### config.mk
export PLATFORM = sky130hd
export DESIGN_NAME = dual_axis_light_tracker_step
export DESIGN_NICKNAME = d
export VERILOG_FILES = /design/src/design/dalt_pkg.sv /design/src/design/dalt_step_calc.sv /design/src/design/dual_axis_light_tracker_step.sv
export SDC_FILE = /design/constraint.sdc
export NUM_CORES = 1
export LEC_CHECK = 0
export BUFFER_PORTS_ARGS = -buffer_cell sky130_fd_sc_hd__buf_2
export CORE_ASPECT_RATIO = 0.6
export CORE_MARGIN = 5
export CORE_UTILIZATION = 30
export DETAILED_ROUTE_END_ITERATION = 12
export GPL_ROUTABILITY_DRIVEN = 1
export GPL_TIMING_DRIVEN = 0
export MAX_ROUTING_LAYER = met4
export PLACE_DENSITY_LB_ADDON = 0.12
export SYNTH_ARGS = -nofsm -noshare
export SYNTH_HDL_FRONTEND = slang
export SYNTH_SLANG_ARGS = --single-unit
export TNS_END_PERCENT = 30
### constraint.sdc
create_clock -name i_clk -period 12.7 [get_ports i_clk]
set_input_delay 2.54 -clock i_clk [delete_from_list [all_inputs] [get_ports i_clk]]
set_output_delay 2.54 -clock i_clk [all_outputs]
set_load 0.05 [all_outputs]
### src/design/dalt_pkg.sv
// Types, constants and helper functions of the dual-axis light tracker.
package dalt_pkg;

    typedef struct packed {
        logic [11:0] light_top_left;
        logic [11:0] light_top_right;
        logic [11:0] light_bottom_left;
        logic [11:0] light_bottom_right;
        logic [4:0]  hour_of_day;
        logic [5:0]  minute_of_hour;
        logic [3:0]  month_of_year;
    } t_in_item;

    typedef struct packed {
        logic [7:0] horizontal_angle;
        logic [7:0] vertical_angle;
        logic [1:0] tracking_mode;
        logic       periodic_report;
    } t_out_item;

    typedef struct packed {
        logic [10:0] tolerance;
        logic [11:0] min_spread;
        logic [7:0]  hor_min;
        logic [7:0]  hor_max;
        logic [7:0]  ver_min;
        logic [7:0]  ver_max;
        logic        hor_invert;
        logic        ver_invert;
    } t_cfg;

    typedef enum logic [1:0] {
        SLOT_NONE = 2'd0,
        SLOT_TOP  = 2'd1,
        SLOT_HALF = 2'd2
    } t_report_slot;

    typedef struct packed {
        logic [7:0]   hor_position;
        logic [7:0]   ver_position;
        t_report_slot last_report_slot;
    } t_state;

    typedef enum logic [1:0] {
        MODE_HOLD   = 2'd0,
        MODE_TRACK  = 2'd1,
        MODE_MIDDAY = 2'd2
    } t_mode;

    typedef enum logic [2:0] {
        CFG_TOLERANCE  = 3'd0,
        CFG_MIN_SPREAD = 3'd1,
        CFG_HOR_MIN    = 3'd2,
        CFG_HOR_MAX    = 3'd3,
        CFG_VER_MIN    = 3'd4,
        CFG_VER_MAX    = 3'd5,
        CFG_HOR_INVERT = 3'd6,
        CFG_VER_INVERT = 3'd7
    } t_cfg_idx;

    localparam int CFG_DATA_W = 12;

    localparam t_cfg CFG_RESET = '{
        tolerance:  11'd5,
        min_spread: 12'd25,
        hor_min:    8'd0,
        hor_max:    8'd180,
        ver_min:    8'd10,
        ver_max:    8'd170,
        hor_invert: 1'b1,
        ver_invert: 1'b1
    };

    localparam logic [7:0] ANGLE_HOME = 8'd90;

    localparam logic [4:0] HOUR_NIGHT_START  = 5'd18;
    localparam logic [4:0] HOUR_DAY_START    = 5'd7;
    localparam logic [4:0] HOUR_MIDDAY_START = 5'd11;
    localparam logic [4:0] HOUR_MIDDAY_END   = 5'd13;

    localparam logic [5:0] MINUTE_TOP  = 6'd0;
    localparam logic [5:0] MINUTE_HALF = 6'd30;

    localparam logic [8:0] ZONE_LOW     = 9'd75;
    localparam logic [8:0] ZONE_MID     = 9'd85;
    localparam logic [8:0] ZONE_HIGH    = 9'd90;
    localparam logic [8:0] ZONE_WIDTH   = 9'd10;

    // Elevation threshold of the horizontal freeze zone by month.
    function automatic logic [8:0] zone_threshold(input logic [3:0] month);
        logic [8:0] thr;
        if (month >= 4'd11 || month <= 4'd2) begin
            thr = ZONE_LOW;
        end else if (month >= 4'd5 && month <= 4'd8) begin
            thr = ZONE_MID;
        end else begin
            thr = ZONE_HIGH;
        end
        return thr;
    endfunction

    // One-degree step: +1, -1 or 0 when the difference is inside the dead band.
    function automatic logic signed [1:0] step_dir(input logic signed [13:0] diff,
                                                   input logic [11:0] thresh2,
                                                   input logic invert);
        logic [13:0]       mag;
        logic signed [1:0] dir;
        mag = diff[13] ? 14'(-diff) : 14'(diff);
        if (mag <= {2'b00, thresh2}) begin
            dir = 2'sd0;
        end else if ((diff > 14'sd0) == invert) begin
            dir = 2'sd1;
        end else begin
            dir = -2'sd1;
        end
        return dir;
    endfunction

    // Low limit wins first, then the high limit.
    function automatic logic [7:0] clamp_angle(input logic signed [9:0] x,
                                               input logic [7:0] lo,
                                               input logic [7:0] hi);
        logic [7:0] y;
        if (x < $signed({2'b00, lo})) begin
            y = lo;
        end else if (x > $signed({2'b00, hi})) begin
            y = hi;
        end else begin
            y = x[7:0];
        end
        return y;
    endfunction

endpackage

### src/design/dalt_step_calc.sv
// Combinational next-state and result logic for one tracker item.
module dalt_step_calc
    import dalt_pkg::*;
(
    input  t_in_item  i_item,
    input  t_cfg      i_cfg,
    input  t_state    i_state,
    output t_out_item o_result,
    output t_state    o_state
);

    logic [11:0]       hi_a, hi_b, lo_a, lo_b, hi_all, lo_all, spread;
    logic              night, flat, midday, hor_active;
    logic [8:0]        thr;
    logic [12:0]       sum_left, sum_right, sum_top, sum_bottom;
    logic signed [13:0] dh, dv;
    logic signed [1:0] hor_step, ver_step;
    logic signed [9:0] hor_next, ver_next;
    logic [11:0]       thresh2;
    t_mode             mode;
    logic              fire;
    t_report_slot      slot_next;

    always_comb begin
        hi_a   = (i_item.light_top_left > i_item.light_top_right) ?
                 i_item.light_top_left : i_item.light_top_right;
        hi_b   = (i_item.light_bottom_left > i_item.light_bottom_right) ?
                 i_item.light_bottom_left : i_item.light_bottom_right;
        lo_a   = (i_item.light_top_left < i_item.light_top_right) ?
                 i_item.light_top_left : i_item.light_top_right;
        lo_b   = (i_item.light_bottom_left < i_item.light_bottom_right) ?
                 i_item.light_bottom_left : i_item.light_bottom_right;
        hi_all = (hi_a > hi_b) ? hi_a : hi_b;
        lo_all = (lo_a < lo_b) ? lo_a : lo_b;
        spread = hi_all - lo_all;

        night  = (i_item.hour_of_day >= HOUR_NIGHT_START) ||
                 (i_item.hour_of_day < HOUR_DAY_START);
        flat   = spread < i_cfg.min_spread;
        midday = (i_item.hour_of_day >= HOUR_MIDDAY_START) &&
                 (i_item.hour_of_day < HOUR_MIDDAY_END);

        thr     = zone_threshold(i_item.month_of_year);
        thresh2 = {i_cfg.tolerance, 1'b0};

        sum_left   = {1'b0, i_item.light_top_left} + {1'b0, i_item.light_bottom_left};
        sum_right  = {1'b0, i_item.light_top_right} + {1'b0, i_item.light_bottom_right};
        sum_top    = {1'b0, i_item.light_top_left} + {1'b0, i_item.light_top_right};
        sum_bottom = {1'b0, i_item.light_bottom_left} + {1'b0, i_item.light_bottom_right};
        dh = $signed({1'b0, sum_left}) - $signed({1'b0, sum_right});
        dv = $signed({1'b0, sum_top}) - $signed({1'b0, sum_bottom});

        // Above the freeze zone the horizontal sense is reversed.
        hor_active = 1'b1;
        if ({1'b0, i_state.ver_position} >= thr + ZONE_WIDTH) begin
            dh = -dh;
        end else if ({1'b0, i_state.ver_position} >= thr) begin
            hor_active = 1'b0;
        end

        hor_step = (hor_active && !midday) ?
                   step_dir(dh, thresh2, i_cfg.hor_invert) : 2'sd0;
        ver_step = step_dir(dv, thresh2, i_cfg.ver_invert);
        hor_next = $signed({2'b00, i_state.hor_position}) + 10'(hor_step);
        ver_next = $signed({2'b00, i_state.ver_position}) - 10'(ver_step);

        o_state = i_state;
        if (night || flat) begin
            mode = MODE_HOLD;
        end else begin
            mode = midday ? MODE_MIDDAY : MODE_TRACK;
            o_state.hor_position = clamp_angle(hor_next, i_cfg.hor_min, i_cfg.hor_max);
            o_state.ver_position = clamp_angle(ver_next, i_cfg.ver_min, i_cfg.ver_max);
        end

        // The report fires once on arrival at the top or the half of the hour.
        fire      = 1'b0;
        slot_next = i_state.last_report_slot;
        if (i_item.minute_of_hour == MINUTE_TOP) begin
            if (i_state.last_report_slot != SLOT_TOP) begin
                fire      = 1'b1;
                slot_next = SLOT_TOP;
            end
        end else if (i_item.minute_of_hour == MINUTE_HALF) begin
            if (i_state.last_report_slot != SLOT_HALF) begin
                fire      = 1'b1;
                slot_next = SLOT_HALF;
            end
        end else begin
            slot_next = SLOT_NONE;
        end
        o_state.last_report_slot = slot_next;

        o_result.horizontal_angle = o_state.hor_position;
        o_result.vertical_angle   = o_state.ver_position;
        o_result.tracking_mode    = mode;
        o_result.periodic_report  = fire;
    end

endmodule

### src/design/dual_axis_light_tracker_step.sv
// Top level of the dual-axis light tracker: handshakes, registers and state.
//
// Dual-axis light tracker. Each input item carries four light readings, the
// hour, the minute and the month; each accepted item yields exactly one result
// item with the new horizontal and vertical servo angles, the tracking mode and
// a one-shot report flag. The block takes one item per clock cycle when the
// output side keeps up: an item is held in the input register, then the step
// logic computes the new angles from it and the current positions, and the
// result register presents the result. The positions are updated on the same
// edge that loads the result register, so the next item sees them at once. A
// full result register that is not taken stalls the input register, which
// then drops ready; nothing is lost or repeated.
// Configuration is a plain write port (enable, index, 12-bit data), each write
// masked to the register's width, and it should only be used while no item is
// in flight. Reset restores the default limits and centers both axes.
module dual_axis_light_tracker_step
    import dalt_pkg::*;
(
    input  logic                  i_clk,
    input  logic                  i_rst_n,
    input  logic                  i_in_valid,
    output logic                  o_in_ready,
    input  t_in_item              i_in_data,
    output logic                  o_out_valid,
    input  logic                  i_out_ready,
    output t_out_item             o_out_data,
    input  logic                  i_cfg_we,
    input  t_cfg_idx              i_cfg_idx,
    input  logic [CFG_DATA_W-1:0] i_cfg_wdata
);

    t_cfg      r_cfg;
    t_state    r_state;
    t_state    n_state;
    logic      r_in_valid;
    t_in_item  r_in;
    logic      r_out_valid;
    t_out_item r_out;
    t_out_item n_out;
    logic      advance;

    // The item in the input register moves on when the result slot is free or
    // is being emptied in this cycle.
    assign advance    = r_in_valid && (!r_out_valid || i_out_ready);
    assign o_in_ready = !r_in_valid || advance;

    dalt_step_calc u_calc (
        .i_item   (r_in),
        .i_cfg    (r_cfg),
        .i_state  (r_state),
        .o_result (n_out),
        .o_state  (n_state)
    );

    // Configuration registers.
    always_ff @(posedge i_clk) begin
        if (!i_rst_n) begin
            r_cfg <= CFG_RESET;
        end else if (i_cfg_we) begin
            unique case (i_cfg_idx)
                CFG_TOLERANCE:  r_cfg.tolerance  <= i_cfg_wdata[10:0];
                CFG_MIN_SPREAD: r_cfg.min_spread <= i_cfg_wdata[11:0];
                CFG_HOR_MIN:    r_cfg.hor_min    <= i_cfg_wdata[7:0];
                CFG_HOR_MAX:    r_cfg.hor_max    <= i_cfg_wdata[7:0];
                CFG_VER_MIN:    r_cfg.ver_min    <= i_cfg_wdata[7:0];
                CFG_VER_MAX:    r_cfg.ver_max    <= i_cfg_wdata[7:0];
                CFG_HOR_INVERT: r_cfg.hor_invert <= i_cfg_wdata[0];
                CFG_VER_INVERT: r_cfg.ver_invert <= i_cfg_wdata[0];
                default:        r_cfg            <= r_cfg;
            endcase
        end
    end

    // Tracker state follows each item as it enters the result register.
    always_ff @(posedge i_clk) begin
        if (!i_rst_n) begin
            r_state <= '{hor_position: ANGLE_HOME, ver_position: ANGLE_HOME,
                         last_report_slot: SLOT_NONE};
        end else if (advance) begin
            r_state <= n_state;
        end
    end

    // Input register.
    always_ff @(posedge i_clk) begin
        if (!i_rst_n) begin
            r_in_valid <= 1'b0;
        end else if (o_in_ready) begin
            r_in_valid <= i_in_valid;
        end
    end

    always_ff @(posedge i_clk) begin
        if (o_in_ready && i_in_valid) begin
            r_in <= i_in_data;
        end
    end

    // Result register.
    always_ff @(posedge i_clk) begin
        if (!i_rst_n) begin
            r_out_valid <= 1'b0;
        end else if (advance) begin
            r_out_valid <= 1'b1;
        end else if (i_out_ready) begin
            r_out_valid <= 1'b0;
        end
    end

    always_ff @(posedge i_clk) begin
        if (advance) begin
            r_out <= n_out;
        end
    end

    assign o_out_valid = r_out_valid;
    assign o_out_data  = r_out;

endmodule

==> Word-level counts from Yosys, hierarchy flattened <==
Cells that the tools add are included.
{ "classes": {"n_lt_le_gt_ge": 25, "reduce_logical": 25, "mux": 34, "addsub": 13, "eq_ne": 14} }
{ "ops": {"columns": ["operator", "count"], "rows": [
  ["$mux 12", 6],
  ["$add 12x12->13", 4],
  ["$lt 12x12->1", 4],
  ["$mux 14", 3],
  ["$neg 14->14", 3],
  ["$gt 12x12->1", 3],
  ["$mux 8", 4],
  ["$gt 14x1->1 const B", 2],
  ["$le 14x12->1", 2],
  ["$sub 13x13->14", 2],
  ["$gt 10x9->1", 2],
  ["$lt 10x9->1", 2],
  ["$mux 2", 10],
  ["$ge 8x9->1", 2],
  ["$mux 16", 1],
  ["$reduce_and 2->1", 8],
  ["$eq 3x3->1 const B", 4],
  ["$sub 12x12->12", 1],
  ["$add 9x2->10", 1],
  ["$sub 9x2->10", 1],
  ["$add 9x4->9 const B", 1],
  ["$mux 9", 1],
  ["$mux 1", 8],
  ["$eq 3x2->1 const B", 2],
  ["22 further kinds", 34]
]} }
{ "word_totals": {"elab_cells": 135, "out_inout_bits": 21, "input_bits": 83, "reg_bits": 159} }

==> Longest topological paths before layout <==
{ "depth": {"depth_word": 17, "depth_mapped": 48, "depth_no_buf": 47} }

==> By module <==
A second synthesis with hierarchy kept.
{ "unflattened": {"cells_unflattened": 1593, "area_unflattened_um2": 14310.0} }
{ "modules_own_cells": {"columns": ["mod", "cells_each", "seq_area_each_um2", "area_per_inst_um2", "n_inst"], "rows": [
  ["dalt_step_calc", 1213, 0.0, 9095.0, 1],
  ["dual_axis_light_tracker_step", 380, 4003.8, 5215.0, 1]
]} }

==> Worst setup path before layout <==
OpenSTA, ideal clock, no wires.
{ "synth_path": {"kind": "reg-to-reg", "start": "reg r_in[15] (netlist bit)", "end": "reg r_out, in the netlist o_out_data[11] (data pin)", "period_less_slack_ps": 9414, "required_ps": 12434, "path_buffers": 1, "stages_incl_launch_ff": 48, "arrival_ps": 9148, "setup_ps": 266, "path_slack_ps": 3286, "path_cell_list": "edfxtp_1 -> inv_1 -> fa_1 -> inv_1 -> fa_1 -> inv_1 -> ha_1 -> inv_1 -> fa_1 -> nand2b_1 -> a21oi_1 -> o21ai_0 -> a311oi_1 -> nand3_1 -> or4_1 -> and3_1 -> clkbuf_1 -> o21ai_0 -> [12 not listed] -> ha_1 -> a21o_1 -> a21oi_1 -> o21bai_1 -> a21oi_1 -> nor2b_1 -> o21ai_0 -> nand2_1 -> xnor2_1 -> ha_1 -> nand2_1 -> nor2_1 -> a21oi_1 -> a32oi_1 -> o21ai_0 -> mux2i_4 -> mux2i_1 -> o211ai_1"} }
{ "synth_rtl": {"columns": ["element", "line_no", "text"], "rows": [
  ["start, declared", "dual_axis_light_tracker_step.sv:36", "t_in_item r_in;"],
  ["start signal, assigned", "dual_axis_light_tracker_step.sv:95", "r_in <= i_in_data;"],
  ["end signal, assigned", "dual_axis_light_tracker_step.sv:112", "r_out <= n_out;"],
  ["end, declared", "dual_axis_light_tracker_step.sv:38", "t_out_item r_out;"]
]} }

==> impl_metrics.yaml <==
yosys:
  ys_seq_area_share_pct: 27.3
  synth_top_area_share_pct: 16.8
  synth_top_family_by_area: "adder cells"
  synth_xor_xnor_area_share_pct: 4.00
  syn_area_per_cell_um2: 8.72
  yosys.area_share.simple_pct: 14.7
  synth_edf_count: 82
  yosys_warnings: 0
  syn_area_um2: 14700
  synth_flop_cell: "edfxtp_1"
  synth-seq-cells: 159
  synth.most_common_cell: "nand2_1"
  synthMuxAreaShare_pct: 3.44
  netlist_instances: 1682
  synth_compound_area_share_pct: 21.2
  synth_top_cell_by_area: "edfxtp_1"
  synth_nets: 2006
  synth_fa_ha_area_share_pct: 23.2
  yosys-top-cells-count: "195 x nand2_1, 194 x inv_1, 190 x ha_1, 104 x o21ai_0, 102 x a21oi_1"
  ys_top_cells_by_area: "edfxtp_1 17%, ha_1 16%, dfxtp_1 11%"
  async_flop_share_pct: 0
  ys_types: 78
worst_setup_path:
  end_kind: "register"
  cp_slowest_cell: "clkbuf_1"
  crit_top_cell: "o21ai_0"
  required_ps: 12970
  critPathMaxStageDelay_ps: 650
  timing_worst_setup_path_type: "register to register"
  arrival_ps: 12170
  cp-start-kind: "register"
  worstPathMaxFanout: 10
  ff2ff_path_depth: 45
global_route:
  gr-total-overflow: 0
  grt_max_degree: 64
  grt_pass1_wl_mm: 73.1
  grt_pass1_vias: 11900
  antenna_found_initial: 1
  track_usage_pct: 18.3
timing:
  clock_skew_ps: 19.0
  period_share_pct: 93.7
  setup_viol: 0
  rsz0062_at_grt: "true"
  tightest_slew_ps: 1070
  min_period_ps: 11900
  fmax_mhz: 84.1
  slew_viol_final: 0
  fin_hold_ws_ps: 465
  relSlewSlack_pct: 28.0
  hold_viol: 0
floorplanning:
  die_h_um: 181
  die_x_um: 295
  num_rows: 62
  start_util_pct: 30.5
  coreArea_um2: 48100
  io_pins: 104
  design.die.area_um2: 53500
routing:
  vias: 12500
  first_pass_iters: 5
  avgRoutedWirePerCell_um: 19.6
  ant_nets: 0
  drt-initial-drc-count: 955
  drc_errors: 0
  vias_per_cell: 5.08
  drt-total-wl_mm: 48.0
hold_path:
  hold_path.class: "register to register"
  whs_path_depth: 2
clock_network:
  cts-root-buf: "clkbuf_16"
  cts_tree: "done"
  cts_buffers: 17
  insertion_delay_ps: 460
  clock-sinks: 159
  clk_pin_slew_ps: 70
  htree_levels: 4
  clk_path_buf_depth: 2
job:
  cap_violations: 0
placed_design:
  place_congestion: 0.899
  portBuffers: 99
  dp_hpwl_mm: 39.7
cells_and_area:
  fillers: 5055
  syn_to_final_growth_pct: 12.8
  nets: 2125
  drive_gt1_share_pct: 10.0
  diodes: 0
status:
  status: "complete, no violations"
## layout by cell type (no fill, tap or decap), types with 15 or more instances in the layout
cell       count
a21boi_0      52
a21o_1        37
a21oi_1      102
buf_2        100
clkbuf_1      40
clkbuf_16     17
dfxtp_1       77
edfxtp_1      82
fa_1          51
ha_1         190
inv_1        194
mux2_2        17
mux2i_1       29
nand2_1      195
nand2b_1      18
nand3_1       33
nand4_1       15
nor2_1        98
nor2b_1       28
nor3_1        15
o211ai_1      26
o21a_1        32
o21ai_0      104
o31a_1        16
xnor2_1       52
xor2_1        15
## metrics by stage
step | worst slack (ps) | TNS (ps) | utilization, % | instance area, um2 | cells
after floorplan | 3290 | 0 | - | 14700 | 1682
after global placement | 965 | 0 | 33.2 | 16000 | 2421
after detailed placement | 742 | 0 | 33.2 | 16000 | 2422
after CTS | 684 | 0 | 34.3 | 16500 | 2454
after global routing | -10.3 | -10.3 | 34.4 | 16500 | 2454
final | 803 | 0 | 34.4 | 16500 | 2454
## worst paths after layout
kind,start,end,slack (ps)
setup / recovery,r_in[40],o_out_data[11],800
hold / removal,r_cfg[51],r_cfg[51],460
setup reg to reg,r_in[40],o_out_data[11],800
hold reg to reg,r_cfg[51],r_cfg[51],460
## final cells by class
| cell class | instances | area, um2 | share of cell area [%] |
|---|---|---|---|
| tap | 640 | 801 | 4.84 |
| sequential | 159 | 4000 | 24.2 |
| clock inverter | 14 | 113 | 0.681 |
| buffer | 47 | 179 | 1.08 |
| multi-input combinational | 1282 | 9780 | 59.1 |
| clock buffer | 18 | 429 | 2.60 |
| inverter | 194 | 728 | 4.40 |
| timing repair buffer | 100 | 503 | 3.04 |
## critical path: cells and delay by family, from the launching register on
kind	cells	cell delay (ps)
DFF	1	440
muxes	1	420
AOI/OAI and AO/OA	22	4870
xor gates and xnor gates	2	430
buffers and inverters	6	2580
and+or+nand+nor	10	1810
adders and majority gates	4	1150
## layer usage
metal | global-route usage, % | vias up | part of all wire, %
li1 | - | 6151 | -
met1 | 30.6 | 5944 | 57
met2 | 22.2 | 348 | 36
met3 | 3.67 | 19 | 6.8
met4 | 2.34 | 0 | 0.68
met5 | - | - | 0
## sequential cells by signal, indices dropped and copies added (netlist names)
| name | cells |
|---|---|
| r_cfg | 57 |
| o_out_valid | 1 |
| r_state | 18 |
| r_in | 63 |
| o_out_data | 19 |
| r_in_valid | 1 |
## cells by family after synthesis
family                   Yosys count
multiplexers                      47
adder cells (fa/ha/maj)          241
AO/OA/AOI/OAI                    464
AND/OR/NAND/NOR                  463
buffers and inverters            241
flip-flops                       159
XOR/XNOR                          67
## repair_timing
action,CTS,global route
setup endpoints to repair,0,16
setup buffers,0,0
hold buffers,0,0
gates resized for setup,0,3
Power is left out: the tool's default activity adds up to more than one toggle a clock period on the data nets, which glitch-free logic cannot reach.
